===== src/rtl/pidc_pkg.sv =====
package pidc_pkg;

  // field and register widths
  localparam int DATA_W      = 16;
  localparam int TS_W        = 16;
  localparam int LIMIT_W     = 2;
  localparam int CFG_IDX_W   = 3;
  localparam int IN_TDATA_W  = 48;
  localparam int OUT_TDATA_W = 24;

  // fixed-point formats
  localparam int GAIN_FRAC   = 8;
  localparam int TS_FRAC     = 16;
  localparam int ACC_W       = 40;
  localparam int SUM_W       = 64;
  localparam int TERM_SH     = 61;
  localparam int MUL_A_W     = 2 * DATA_W + 1;

  // parameter defaults
  localparam int MEAS_WIDTH_DEF = 16;
  localparam int ACC_FRAC_DEF   = 16;

  localparam logic signed [SUM_W-1:0] TERM_LIM = 64'sd1 <<< TERM_SH;
  localparam logic signed [ACC_W-1:0] ACC_MAX  = {1'b0, {(ACC_W-1){1'b1}}};
  localparam logic signed [ACC_W-1:0] ACC_MIN  = {1'b1, {(ACC_W-1){1'b0}}};

  // register indexes
  localparam logic [CFG_IDX_W-1:0] REG_PROP_GAIN  = 3'd0;
  localparam logic [CFG_IDX_W-1:0] REG_INTEG_GAIN = 3'd1;
  localparam logic [CFG_IDX_W-1:0] REG_DERIV_GAIN = 3'd2;
  localparam logic [CFG_IDX_W-1:0] REG_LOW_LIMIT  = 3'd3;
  localparam logic [CFG_IDX_W-1:0] REG_HIGH_LIMIT = 3'd4;

  localparam logic signed [DATA_W-1:0] LOW_LIMIT_RST  = -16'sd400;
  localparam logic signed [DATA_W-1:0] HIGH_LIMIT_RST = 16'sd400;

  // request kinds
  localparam logic OP_UPDATE = 1'b0;
  localparam logic OP_CLEAR  = 1'b1;

  // clamp side codes
  localparam logic [LIMIT_W-1:0] LIM_NONE = 2'd0;
  localparam logic [LIMIT_W-1:0] LIM_HIGH = 2'd1;
  localparam logic [LIMIT_W-1:0] LIM_LOW  = 2'd2;

endpackage


===== src/rtl/pidc_div.sv =====
module pidc_div #(
  parameter int NUM_W = 58,
  parameter int DEN_W = 16
) (
  input  logic             clk,
  input  logic             rst_n,
  input  logic             start,
  input  logic [NUM_W-1:0] num,
  input  logic [DEN_W-1:0] den,
  output logic             done,
  output logic [NUM_W-1:0] quo
);

  // two restoring steps per cycle, NUM_W must be even
  localparam int STEPS = NUM_W / 2;
  localparam int CNT_W = $clog2(STEPS + 1);

  logic [CNT_W-1:0] cnt_r;
  logic             done_r;
  logic [DEN_W-1:0] rem_r, rem_nxt;
  logic [NUM_W-1:0] num_r, num_nxt;
  logic [DEN_W-1:0] den_r;
  logic [DEN_W:0]   trial;

  always_comb begin
    rem_nxt = rem_r;
    num_nxt = num_r;
    trial   = '0;
    for (int k = 0; k < 2; k++) begin
      trial   = {rem_nxt, num_nxt[NUM_W-1]};
      num_nxt = {num_nxt[NUM_W-2:0], 1'b0};
      if (trial >= {1'b0, den_r}) begin
        trial      = trial - {1'b0, den_r};
        num_nxt[0] = 1'b1;
      end
      rem_nxt = trial[DEN_W-1:0];
    end
  end

  always_ff @(posedge clk) begin
    if (!rst_n) begin
      cnt_r  <= '0;
      done_r <= 1'b0;
    end else begin
      done_r <= !start && (cnt_r == CNT_W'(1));
      if (start) begin
        cnt_r <= CNT_W'(STEPS);
      end else if (cnt_r != '0) begin
        cnt_r <= cnt_r - 1'b1;
      end
    end
  end

  always_ff @(posedge clk) begin
    if (start) begin
      rem_r <= '0;
      num_r <= num;
      den_r <= den;
    end else if (cnt_r != '0) begin
      rem_r <= rem_nxt;
      num_r <= num_nxt;
    end
  end

  assign done = done_r;
  assign quo  = num_r;

endmodule


===== src/rtl/pid_controller_step_top.sv =====
// pid step, derivative on measurement, one result per request
// an update makes four passes through the shared multiplier, then runs the derivative divider
//   (two quotient bits per cycle) unless the time step is zero, then the sums and the clamp
//   compare; a clear goes straight to the result; one request is in work at a time
// a result held by an out_tready stall also holds off the next request
// synchronous active-low reset: gains 0, limits -400/400, integral and last measurement 0
module pid_controller_step_top
  import pidc_pkg::*;
#(
  parameter int MEAS_WIDTH    = MEAS_WIDTH_DEF,
  parameter int ACC_FRAC_BITS = ACC_FRAC_DEF
) (
  input  logic                   clk,
  input  logic                   rst_n,
  // input channel
  input  logic                   in_tvalid,
  output logic                   in_tready,
  input  logic [IN_TDATA_W-1:0]  in_tdata,   // target[15:0], measured[31:16], time_step[47:32]
  input  logic                   in_tuser,   // op[0]
  // result channel
  output logic                   out_tvalid,
  input  logic                   out_tready,
  output logic [OUT_TDATA_W-1:0] out_tdata,  // drive[15:0], limit_hit[17:16], zero[23:18]
  // configuration write port
  input  logic                   cfg_wr_en,
  input  logic [CFG_IDX_W-1:0]   cfg_index,
  input  logic [DATA_W-1:0]      cfg_wdata
);

  // multiplier b operand holds an error, a measurement delta or a time step
  localparam int MB    = (MEAS_WIDTH + 1 > TS_W + 1) ? MEAS_WIDTH + 1 : TS_W + 1;
  localparam int PW    = MUL_A_W + MB;
  // magnitude of kd * delta
  localparam int MAGW  = MEAS_WIDTH + DATA_W + 1;
  // shifts that bring each term to ACC_FRAC_BITS fraction bits
  localparam int PSH   = ACC_FRAC_BITS - GAIN_FRAC;
  localparam int ISH   = GAIN_FRAC + TS_FRAC - ACC_FRAC_BITS;
  localparam int DSH   = ACC_FRAC_BITS + GAIN_FRAC;
  // divider dividend, padded to an even width
  localparam int ND    = MAGW + DSH;
  localparam int NDP   = ND + (ND % 2);
  localparam int QX    = (NDP > SUM_W) ? NDP : SUM_W;
  localparam int ACC_X = ACC_W + 1;
  localparam logic signed [SUM_W-1:0] PLIM = 64'sd1 <<< (TERM_SH - PSH);

  // sequencer codes
  localparam logic [3:0] S_IDLE = 4'd0;
  localparam logic [3:0] S_MKT  = 4'd1;   // ki * dt
  localparam logic [3:0] S_MKE  = 4'd2;   // (ki * dt) * err
  localparam logic [3:0] S_MKP  = 4'd3;   // kp * err, clamp increment
  localparam logic [3:0] S_MKD  = 4'd4;   // kd * delta, update integral
  localparam logic [3:0] S_DST  = 4'd5;   // launch divider
  localparam logic [3:0] S_DIV  = 4'd6;
  localparam logic [3:0] S_SUM1 = 4'd7;
  localparam logic [3:0] S_SUM2 = 4'd8;
  localparam logic [3:0] S_CMP  = 4'd9;
  localparam logic [3:0] S_DONE = 4'd10;

  logic [3:0] state_r, state_nxt;

  // configuration
  logic signed [DATA_W-1:0] kp_r, ki_r, kd_r, lo_lim_r, hi_lim_r;

  // controller state
  logic signed [ACC_W-1:0]      acc_r;
  logic signed [MEAS_WIDTH-1:0] last_r;

  // request in work
  logic signed [MEAS_WIDTH-1:0] meas_r;
  logic [TS_W-1:0]              ts_r;
  logic signed [MB-1:0]         err_r, dlt_r;
  logic signed [PW-1:0]         mul_r;
  logic signed [ACC_W-1:0]      inc_r;
  logic signed [SUM_W-1:0]      pterm_r, dterm_r, sum_r;
  logic                         dneg_r;
  logic signed [DATA_W-1:0]     res_drive_r;
  logic [LIMIT_W-1:0]           res_flag_r;

  // output register
  logic                   out_tvalid_r;
  logic [OUT_TDATA_W-1:0] out_tdata_r;

  // input field decode
  logic signed [MEAS_WIDTH-1:0] tgt_x, meas_x;
  logic [TS_W-1:0]              ts_in;
  logic                         in_acc;

  // shared multiplier
  logic signed [MUL_A_W-1:0] mul_a;
  logic signed [MB-1:0]      mul_b;
  logic signed [PW-1:0]      mul_p;

  // datapath
  logic signed [PW-1:0]    inc_sh;
  logic signed [ACC_W-1:0] inc_c, acc_c;
  logic signed [ACC_X-1:0] acc_sum;
  logic signed [SUM_W-1:0] p64, pterm_c;
  logic signed [PW-1:0]    mag_full;
  logic [NDP-1:0]          div_num;
  logic                    div_start, div_done;
  logic [NDP-1:0]          div_quo;
  logic [QX-1:0]           qx;
  logic                    dsat;
  logic signed [SUM_W-1:0] dmag, dterm_c;
  logic signed [SUM_W-1:0] hi_c, lo_c, drive_sh;
  logic                    out_free;

  // measurement fields: low MEAS_WIDTH bits of the 16 bit field, or the field zero-extended when MEAS_WIDTH is wider
  generate
    if (MEAS_WIDTH <= DATA_W) begin : g_meas_narrow
      assign tgt_x  = in_tdata[MEAS_WIDTH-1:0];
      assign meas_x = in_tdata[DATA_W +: MEAS_WIDTH];
    end else begin : g_meas_wide
      assign tgt_x  = MEAS_WIDTH'(in_tdata[DATA_W-1:0]);
      assign meas_x = MEAS_WIDTH'(in_tdata[DATA_W +: DATA_W]);
    end
  endgenerate

  assign ts_in     = in_tdata[2*DATA_W +: TS_W];
  assign in_tready = (state_r == S_IDLE);
  assign in_acc    = in_tvalid && in_tready;
  assign out_free  = !out_tvalid_r || out_tready;

  // operand select for the one multiplier, product registered in mul_r
  always_comb begin
    case (state_r)
      S_MKT: begin
        mul_a = MUL_A_W'(ki_r);
        mul_b = MB'(signed'({1'b0, ts_r}));
      end
      S_MKE: begin
        mul_a = signed'(mul_r[MUL_A_W-1:0]);
        mul_b = err_r;
      end
      S_MKP: begin
        mul_a = MUL_A_W'(kp_r);
        mul_b = err_r;
      end
      S_MKD: begin
        mul_a = MUL_A_W'(kd_r);
        mul_b = dlt_r;
      end
      default: begin
        mul_a = '0;
        mul_b = '0;
      end
    endcase
  end

  assign mul_p = mul_a * mul_b;

  // integral increment, floor shift then clamp to the accumulator range
  assign inc_sh = mul_r >>> ISH;
  always_comb begin
    if (inc_sh > PW'(ACC_MAX)) begin
      inc_c = ACC_MAX;
    end else if (inc_sh < PW'(ACC_MIN)) begin
      inc_c = ACC_MIN;
    end else begin
      inc_c = inc_sh[ACC_W-1:0];
    end
  end

  // accumulator saturates after the add
  assign acc_sum = ACC_X'(acc_r) + ACC_X'(inc_r);
  always_comb begin
    if (acc_sum > ACC_X'(ACC_MAX)) begin
      acc_c = ACC_MAX;
    end else if (acc_sum < ACC_X'(ACC_MIN)) begin
      acc_c = ACC_MIN;
    end else begin
      acc_c = acc_sum[ACC_W-1:0];
    end
  end

  // proportional term scaled up with saturation at the term limit
  assign p64 = SUM_W'(mul_r);
  always_comb begin
    if (p64 >= PLIM) begin
      pterm_c = TERM_LIM;
    end else if (p64 <= -PLIM) begin
      pterm_c = -TERM_LIM;
    end else begin
      pterm_c = p64 <<< PSH;
    end
  end

  // derivative: |kd * delta| * 2^DSH / dt in one long division
  assign mag_full  = mul_r[PW-1] ? -mul_r : mul_r;
  assign div_num   = NDP'(mag_full[MAGW-1:0]) << DSH;
  assign div_start = (state_r == S_DST) && (ts_r != '0);

  pidc_div #(
    .NUM_W (NDP),
    .DEN_W (TS_W)
  ) u_div (
    .clk   (clk),
    .rst_n (rst_n),
    .start (div_start),
    .num   (div_num),
    .den   (ts_r),
    .done  (div_done),
    .quo   (div_quo)
  );

  // quotient at or above 2^61 means the integer part overflowed the term limit
  assign qx      = QX'(div_quo);
  assign dsat    = qx >= (QX'(1) << TERM_SH);
  assign dmag    = dsat ? TERM_LIM : SUM_W'(qx);
  assign dterm_c = dneg_r ? dmag : -dmag;

  // limits in accumulator format
  assign hi_c     = SUM_W'(hi_lim_r) <<< ACC_FRAC_BITS;
  assign lo_c     = SUM_W'(lo_lim_r) <<< ACC_FRAC_BITS;
  assign drive_sh = sum_r >>> ACC_FRAC_BITS;

  // sequencer
  always_comb begin
    state_nxt = state_r;
    case (state_r)
      S_IDLE: begin
        if (in_acc) begin
          state_nxt = (in_tuser == OP_CLEAR) ? S_DONE : S_MKT;
        end
      end
      S_MKT:  state_nxt = S_MKE;
      S_MKE:  state_nxt = S_MKP;
      S_MKP:  state_nxt = S_MKD;
      S_MKD:  state_nxt = S_DST;
      S_DST:  state_nxt = (ts_r != '0) ? S_DIV : S_SUM1;
      S_DIV: begin
        if (div_done) begin
          state_nxt = S_SUM1;
        end
      end
      S_SUM1: state_nxt = S_SUM2;
      S_SUM2: state_nxt = S_CMP;
      S_CMP:  state_nxt = S_DONE;
      S_DONE: begin
        if (out_free) begin
          state_nxt = S_IDLE;
        end
      end
      default: state_nxt = S_IDLE;
    endcase
  end

  // control, configuration and controller state
  always_ff @(posedge clk) begin
    if (!rst_n) begin
      state_r      <= S_IDLE;
      out_tvalid_r <= 1'b0;
      kp_r         <= '0;
      ki_r         <= '0;
      kd_r         <= '0;
      lo_lim_r     <= LOW_LIMIT_RST;
      hi_lim_r     <= HIGH_LIMIT_RST;
      acc_r        <= '0;
      last_r       <= '0;
    end else begin
      state_r <= state_nxt;

      if (cfg_wr_en) begin
        case (cfg_index)
          REG_PROP_GAIN:  kp_r     <= cfg_wdata;
          REG_INTEG_GAIN: ki_r     <= cfg_wdata;
          REG_DERIV_GAIN: kd_r     <= cfg_wdata;
          REG_LOW_LIMIT:  lo_lim_r <= cfg_wdata;
          REG_HIGH_LIMIT: hi_lim_r <= cfg_wdata;
          default: ;
        endcase
      end

      // clear request zeroes the state at accept
      if (in_acc && (in_tuser == OP_CLEAR)) begin
        acc_r  <= '0;
        last_r <= '0;
      end

      if (state_r == S_MKD) begin
        acc_r <= acc_c;
      end

      // a clamp discards the integral, measurement kept either way
      if (state_r == S_CMP) begin
        if ((sum_r > hi_c) || (sum_r < lo_c)) begin
          acc_r <= '0;
        end
        last_r <= meas_r;
      end

      if ((state_r == S_DONE) && out_free) begin
        out_tvalid_r <= 1'b1;
      end else if (out_tready) begin
        out_tvalid_r <= 1'b0;
      end
    end
  end

  // datapath registers
  always_ff @(posedge clk) begin
    if (in_acc) begin
      meas_r      <= meas_x;
      ts_r        <= ts_in;
      err_r       <= MB'(tgt_x) - MB'(meas_x);
      dlt_r       <= MB'(meas_x) - MB'(last_r);
      res_drive_r <= '0;
      res_flag_r  <= LIM_NONE;
    end

    if ((state_r == S_MKT) || (state_r == S_MKE) ||
        (state_r == S_MKP) || (state_r == S_MKD)) begin
      mul_r <= mul_p;
    end

    if (state_r == S_MKP) begin
      inc_r <= inc_c;
    end

    if (state_r == S_MKD) begin
      pterm_r <= pterm_c;
    end

    // negative product gives a positive derivative term
    if (state_r == S_DST) begin
      dneg_r  <= mul_r[PW-1];
      dterm_r <= '0;
    end

    if ((state_r == S_DIV) && div_done) begin
      dterm_r <= dterm_c;
    end

    if (state_r == S_SUM1) begin
      sum_r <= pterm_r + SUM_W'(acc_r);
    end
    if (state_r == S_SUM2) begin
      sum_r <= sum_r + dterm_r;
    end

    // high side is tested first
    if (state_r == S_CMP) begin
      if (sum_r > hi_c) begin
        res_drive_r <= hi_lim_r;
        res_flag_r  <= LIM_HIGH;
      end else if (sum_r < lo_c) begin
        res_drive_r <= lo_lim_r;
        res_flag_r  <= LIM_LOW;
      end else begin
        res_drive_r <= drive_sh[DATA_W-1:0];
        res_flag_r  <= LIM_NONE;
      end
    end

    if ((state_r == S_DONE) && out_free) begin
      out_tdata_r <= OUT_TDATA_W'({res_flag_r, res_drive_r});
    end
  end

  assign out_tvalid = out_tvalid_r;
  assign out_tdata  = out_tdata_r;

  // a request is never taken while another is in work
  a_one_in_work: assert property (@(posedge clk) disable iff (!rst_n)
    in_tvalid && in_tready |=> !in_tready)
    else $error("request accepted while busy");

  // divider only runs with a nonzero time step
  a_div_ts: assert property (@(posedge clk) disable iff (!rst_n)
    (state_r == S_DIV) |-> (ts_r != '0))
    else $error("divider running with zero time step");

  // clamp side code is never the unused value
  a_flag_code: assert property (@(posedge clk) disable iff (!rst_n)
    out_tvalid |-> (out_tdata[17:16] != 2'd3))
    else $error("bad limit_hit code");

  // a new result appears only out of the final state
  a_out_src: assert property (@(posedge clk) disable iff (!rst_n)
    $rose(out_tvalid_r) |-> ($past(state_r) == S_DONE))
    else $error("result raised outside the final state");

endmodule

===== config.mk =====
export PLATFORM = sky130hd
export DESIGN_NAME = pid_controller_step_top
export DESIGN_NICKNAME = d
export VERILOG_FILES = /design/src/rtl/pidc_pkg.sv /design/src/rtl/pidc_div.sv /design/src/rtl/pid_controller_step_top.sv
export SDC_FILE = /design/constraint.sdc
export NUM_CORES = 2
export LEC_CHECK = 0
export BUFFER_PORTS_ARGS = -buffer_cell sky130_fd_sc_hd__buf_4
export CORE_UTILIZATION = 55
export CTS_CLUSTER_SIZE = 10
export DETAILED_ROUTE_END_ITERATION = 10
export PLACE_DENSITY = 0.67
export SYNTH_ARGS = -nofsm -noshare
export SYNTH_HDL_FRONTEND = slang
export SYNTH_SLANG_ARGS = --single-unit
export TNS_END_PERCENT = 1

===== constraint.sdc =====
create_clock -name clk -period 13.7 [get_ports clk]
set_input_delay 0.685 -clock clk [delete_from_list [all_inputs] [get_ports clk]]
set_output_delay 0.685 -clock clk [all_outputs]
set_load 0.01 [all_outputs]

# After elaboration in Yosys (flattened, before gate mapping)
# Index checks and enable logic that the tools add are counted.
# word_totals
regBits	622
output_inout_bits	26
wordCells	146
# op_classes
n_addsub	10
multipliers	1
order_cmp	11
n_eq_ne	18
mux	43
bitwise	1
n_reduce_logical	32
# ops
op	count
$mux 64	6
$mux 40	7
$pmux 33 s4	1
$mux 16	8
$mux 57	2
$add 64x40->64	1
$add 64x64->64	1
$gt 64x32->1	1
$lt 64x32->1	1
$neg 62->64	1
$ge 58x62->1 const B	1
$mux 62	1
$ge 50x55->1 const B	1
$le 50x54->1 const B	1
$pmux 17 s3	1
$mul 33x17->50	1
$pmux 4 s11	1
$gt 42x40->1 const B	1
$lt 42x40->1 const B	1
$add 40x40->41	1
$gt 41x40->1 const B	1
$lt 41x40->1 const B	1
$ge 17x16->1	2
$sub 16x16->17	2
other kinds (30)	71

# Longest topological paths before layout
# depth
depth_word	7
depth_mapped	34
ltp_nobuf	30

# Cells and area by module
# A second synthesis with hierarchy kept.
# hier_totals
hier_cells	6450
area_unflattened_um2	58472.3
# modules_own_cells
mod	instances	cells_per_inst	area_each_um2
pid_controller_step_top	1	5914	52605.5
pidc_div	1	536	5866.9

# Worst setup path before layout
# Ideal clock, no wire load.
# synth_path
kind	reg-to-reg
start	register state_r[0]
end	register mul_r[49], data pin
arrival_time_ps	8757
required_ps	13440
slack_ps	4683
path_stages_with_launch	29
period_less_slack_ps	9017
path_cell_list	dfxtp_1 clkbuf_1 nand2_1 nor3_1 clkbuf_1 a22oi_1 and2_1 clkbuf_1 nor2_1 fa_1 fa_1 fa_1 fa_1 fa_1 inv_1 fa_1 inv_1 ha_1 clkbuf_1 nand4_1 a211oi_1 nand3_1 a2111oi_0 nor3b_1 a211oi_1 nor2_1 o311ai_0 a21oi_1 xnor2_1
# synth_via
elab_chain_len	4
# synth_lines
item	line_no	rtl
start, declared	pid_controller_step_top.sv:59	logic [3:0] state_r, state_nxt;
start signal, assigned	pid_controller_step_top.sv:261	state_r <= state_nxt;
$eq 4x2->1	pid_controller_step_top.sv:126	case (state_r)
$reduce_or 2->1 (no source line)	--	
$pmux 17 s3	pid_controller_step_top.sv:126	
$mul 33x17->50 (*)	pid_controller_step_top.sv:150	assign mul_p = mul_a * mul_b;
net mul_p[49]	pid_controller_step_top.sv:91	logic signed [PW-1:0] mul_p;
end signal, assigned	pid_controller_step_top.sv:313	mul_r <= mul_p;
end, declared	pid_controller_step_top.sv:72	logic signed [PW-1:0] mul_r;
# The timed path passes the listed nets; every way through them passes the cells marked *.
# A chain may end at the register's enable or synchronous reset.

# Worst setup path after layout
# layout_path
start	register state_r[3]
end	register mul_r[49], data pin
# The elaborated chain is that of the path after synthesis.

==> out/qor.yml <==
synth:
  avgSynthCellArea_um2: 8.94
  synth_compound_area_share_pct: 15.0
  synth_warnings: 0
  synth_top_family_by_area: "adder cells"
  synthAdderAreaFrac_pct: 28.3
  synth_largest_area_cell: "edfxtp_1"
  yosys.area_share.simple_pct: 15.4
  synth_cells: 6461
  netlist_area_mm2: 0.0578
  synth_cell_types: 87
  netlist.area_leader.share_pct: 21.9
  ys_ff_latch: 610
  synth-xor-area-share_pct: 4.67
  synth_mux_area_share_pct: 0.940
  async_flop_share_pct: 0
  synth_flop_cell: "edfxtp_1"
  yosysSeqAreaShare_pct: 28.4
  synth-edff-count: 422
  synthTopCellsByArea: "edfxtp_1 22%, fa_1 19%, ha_1 9.4%, dfxtp_1 6.5%, nand2_1 5.8%"
sta:
  setup_tns_ps: 0
  max_clock_freq_ghz: 0.0982
  tightestPinTransition_ps: 1330
  hold_viol_final: 0
  maxSlewHeadroom_pct: 11.5
  min_period_ps: 10180
  maxSlewViolCount: 0
  post-route-period-util_pct: 74.3
  fin_skew_ps: 41.4
  rsz0062_at_grt: "no"
  setup_viol: 0
route:
  dr_total_vias: 45900
  ant_nets: 0
  routed_via_density: 5.89
  wl_um: 166000
  drt_pre_antenna_iters: 6
  dr.first_iter.drc_count: 3766
  wl_per_cell_um: 21.4
  drc: 0
clock_tree:
  cts_tree: "yes"
  htree_levels: 3
  cts.clk_slew.worst_paths_ps: 60
  cts_made_buffers: 76
  cts_root_buf: "clkbuf_16"
  cts-resized-gates: 0
  clock_path_buffers: 3
  postCtsSetupBuffers: 0
  cts_hold_buf: 0
  cts_sinks: 610
  clock_latency_ps: 660
floorplanning:
  ios: 99
  start_util_pct: 55.7
  dieHeight_um: 326
  die_x_um: 326
  rows: 118
  core_mm2: 0.104
  die-area_mm2: 0.106
grt:
  grt_max_degree: 91
  grt_util_met1_pct: 43.6
  track_usage_pct: 31.5
  overflow: 0
  met2_usage_pct: 50.8
  antenna_found_initial: 3
  grt_pass1_wl_um: 261000
  first_global_vias: 45700
  top_usage_layer: "met2"
  grt.met3_usage_pct: 4.43
power_and_ir_drop:
  leakagePower_nw: 27.1
  clockPowerShare_pct: 17.2
  p_per_area_mw_per_mm2: 183
  p_sw_mw: 5.28
  p_sw_share_pct: 46.6
  peakVddDrop_uv: 108
  power.internal_mw: 6.04
  p_comb_share_pct: 54.8
  seqPwrFrac_pct: 28.0
layout:
  fin_nets: 7409
  layout-drive-gt1-share_pct: 5.10
  diodes: 0
  final_util_pct: 59.6
  areaGrowthSynthToFinish_pct: 7.09
worst_setup_path:
  crit_start: "state_r[3]$_SDFFE_PN0P_"
  worstSetupPathType: "reg -> reg"
  critical_path.max_stage_delay_ps: 910
  timing.rr.start: "state_r[3]$_SDFFE_PN0P_"
  worst_setup_path_start_kind: "register"
  cpMostUsedCell: "fa_1"
  cpMaxStageDelayCell: "a21oi_1"
  cp_max_fo: 50
  end_kind: "register"
  critPathArrivalTime_ps: 10540
  crit_required_ps: 14060
flow_run:
  max_cap_violations: 0
placed_design:
  numPortBuffers: 92
  gp_congestion: 0.975
  dp_hpwl_um: 131000
run_status:
  status: "completed"
min_path:
  hp-class: "in -> reg"
  holdCritStartpoint: "in_tdata[34]"
==> critical path, delay by kind of cell, from the launching register on <==
kind,cells,cell delay [ps]
compound gates,8,2420
xor+xnor,1,80
fa+ha+maj,7,3590
buf+inv,5,620
flops,1,680
simple gates,7,2440
==> power groups by stage <==
stage          combinational, mW  clock (mW)  sequential, mW
2_1_floorplan               4.58           0            2.92
3_3_place_gp                6.05           0            3.19
3_5_place_dp                6.13           0            3.20
4_1_cts                     6.16        1.97            3.16
5_1_grt                     6.91        2.04            3.21
6_report                    6.21        1.94            3.17
==> placed cells by master (no fill, tap or decap), types with 18 or more instances in the layout <==
cell	synthesis	routed
o31ai_1	25	25
and3_1	49	49
a22oi_1	41	41
or3_1	29	29
o21a_1	24	24
edfxtp_1	422	422
nand2_1	898	896
clkbuf_1	298	36
nand2b_1	43	42
mux2i_1	34	34
xnor2_1	210	210
dfxtp_1	188	188
a21o_1	141	141
and2_1	29	28
nand3_1	135	134
inv_1	759	758
a31oi_1	46	45
a21boi_0	107	107
fa_1	543	543
xor2_1	98	98
nor2_1	569	567
a21oi_1	449	446
ha_1	435	435
o211ai_1	34	34
clkbuf_16	0	80
nor4_1	26	26
a211oi_1	41	41
buf_4	6	156
o21ai_0	290	288
mux2_2	18	18
nor3_1	77	71
o21bai_1	45	44
nor2b_1	38	38
nand4_1	58	58
==> logic make-up after synthesis <==
logic type               count (synthesis)
AND/OR/NAND/NOR                       2023
AO/OA/AOI/OAI                         1385
buffers and inverters                 1102
adder cells (fa/ha/maj)                980
flip-flops                             610
XOR/XNOR                               308
multiplexers                            52
other                                    1
==> state kept, by name, summed over array words and instances (netlist names), 18 cells and up <==
name,cells
dterm_r,64
out_tdata,18
sum_r,64
pterm_r,52
acc_r,40
u_div.quo,58
inc_r,40
mul_r,50
==> through the flow <==
step	cells	setup slack, ps	instance area [um2]	hold slack, ps	power (mW)
after floorplan	6466	4680	57800	400	7.50
after global placement	7660	3820	59500	404	9.24
after detailed placement	7660	3670	59500	406	9.33
after CTS	7794	3580	61900	166	11.3
after global routing	7794	2990	61900	180	12.2
final	7794	3520	61900	201	11.3
==> per-layer routing <==
metal | routed length (um) | up-vias
li1 | - | 21600
met1 | 72400 | 22500
met2 | 76200 | 1599
met3 | 11500 | 294
met4 | 6350 | 0
met5 | 0 | -
==> cells in the mapped netlist (34+ instances only) <==
library cell and n:
nand2_1 898, inv_1 759, nor2_1 569, fa_1 543
a21oi_1 449, ha_1 435, edfxtp_1 422, clkbuf_1 298
o21ai_0 290, xnor2_1 210, dfxtp_1 188, a21o_1 141
nand3_1 135, a21boi_0 107, xor2_1 98, nor3_1 77
nand4_1 58, and3_1 49, a31oi_1 46, o21bai_1 45
nand2b_1 43, a211oi_1 41, a22oi_1 41, nor2b_1 38
mux2i_1 34, o211ai_1 34
==> worst paths after layout <==
path | slack (ps) | to | cells after the start
min reg2reg | 410 | out_tdata[5]$_DFFE_PP_ | 0
max reg2reg | 3520 | mul_r[49]$_DFFE_PP_ | 28
max | 3520 | mul_r[49]$_DFFE_PP_ | 28
min | 200 | ts_r[2]$_DFFE_PP_ | 1
==> cell type report <==
type / instances / area, um2
sequential: 610 / 16400
tap: 1380 / 1730
fill: 9227 / 41900
clock buffer: 122 / 2220
inverter: 760 / 2860
timing repair buffer: 156 / 1170
multi-input combinational: 4754 / 37300
clock inverter: 12 / 191
(Power assumes the default switching activity.)
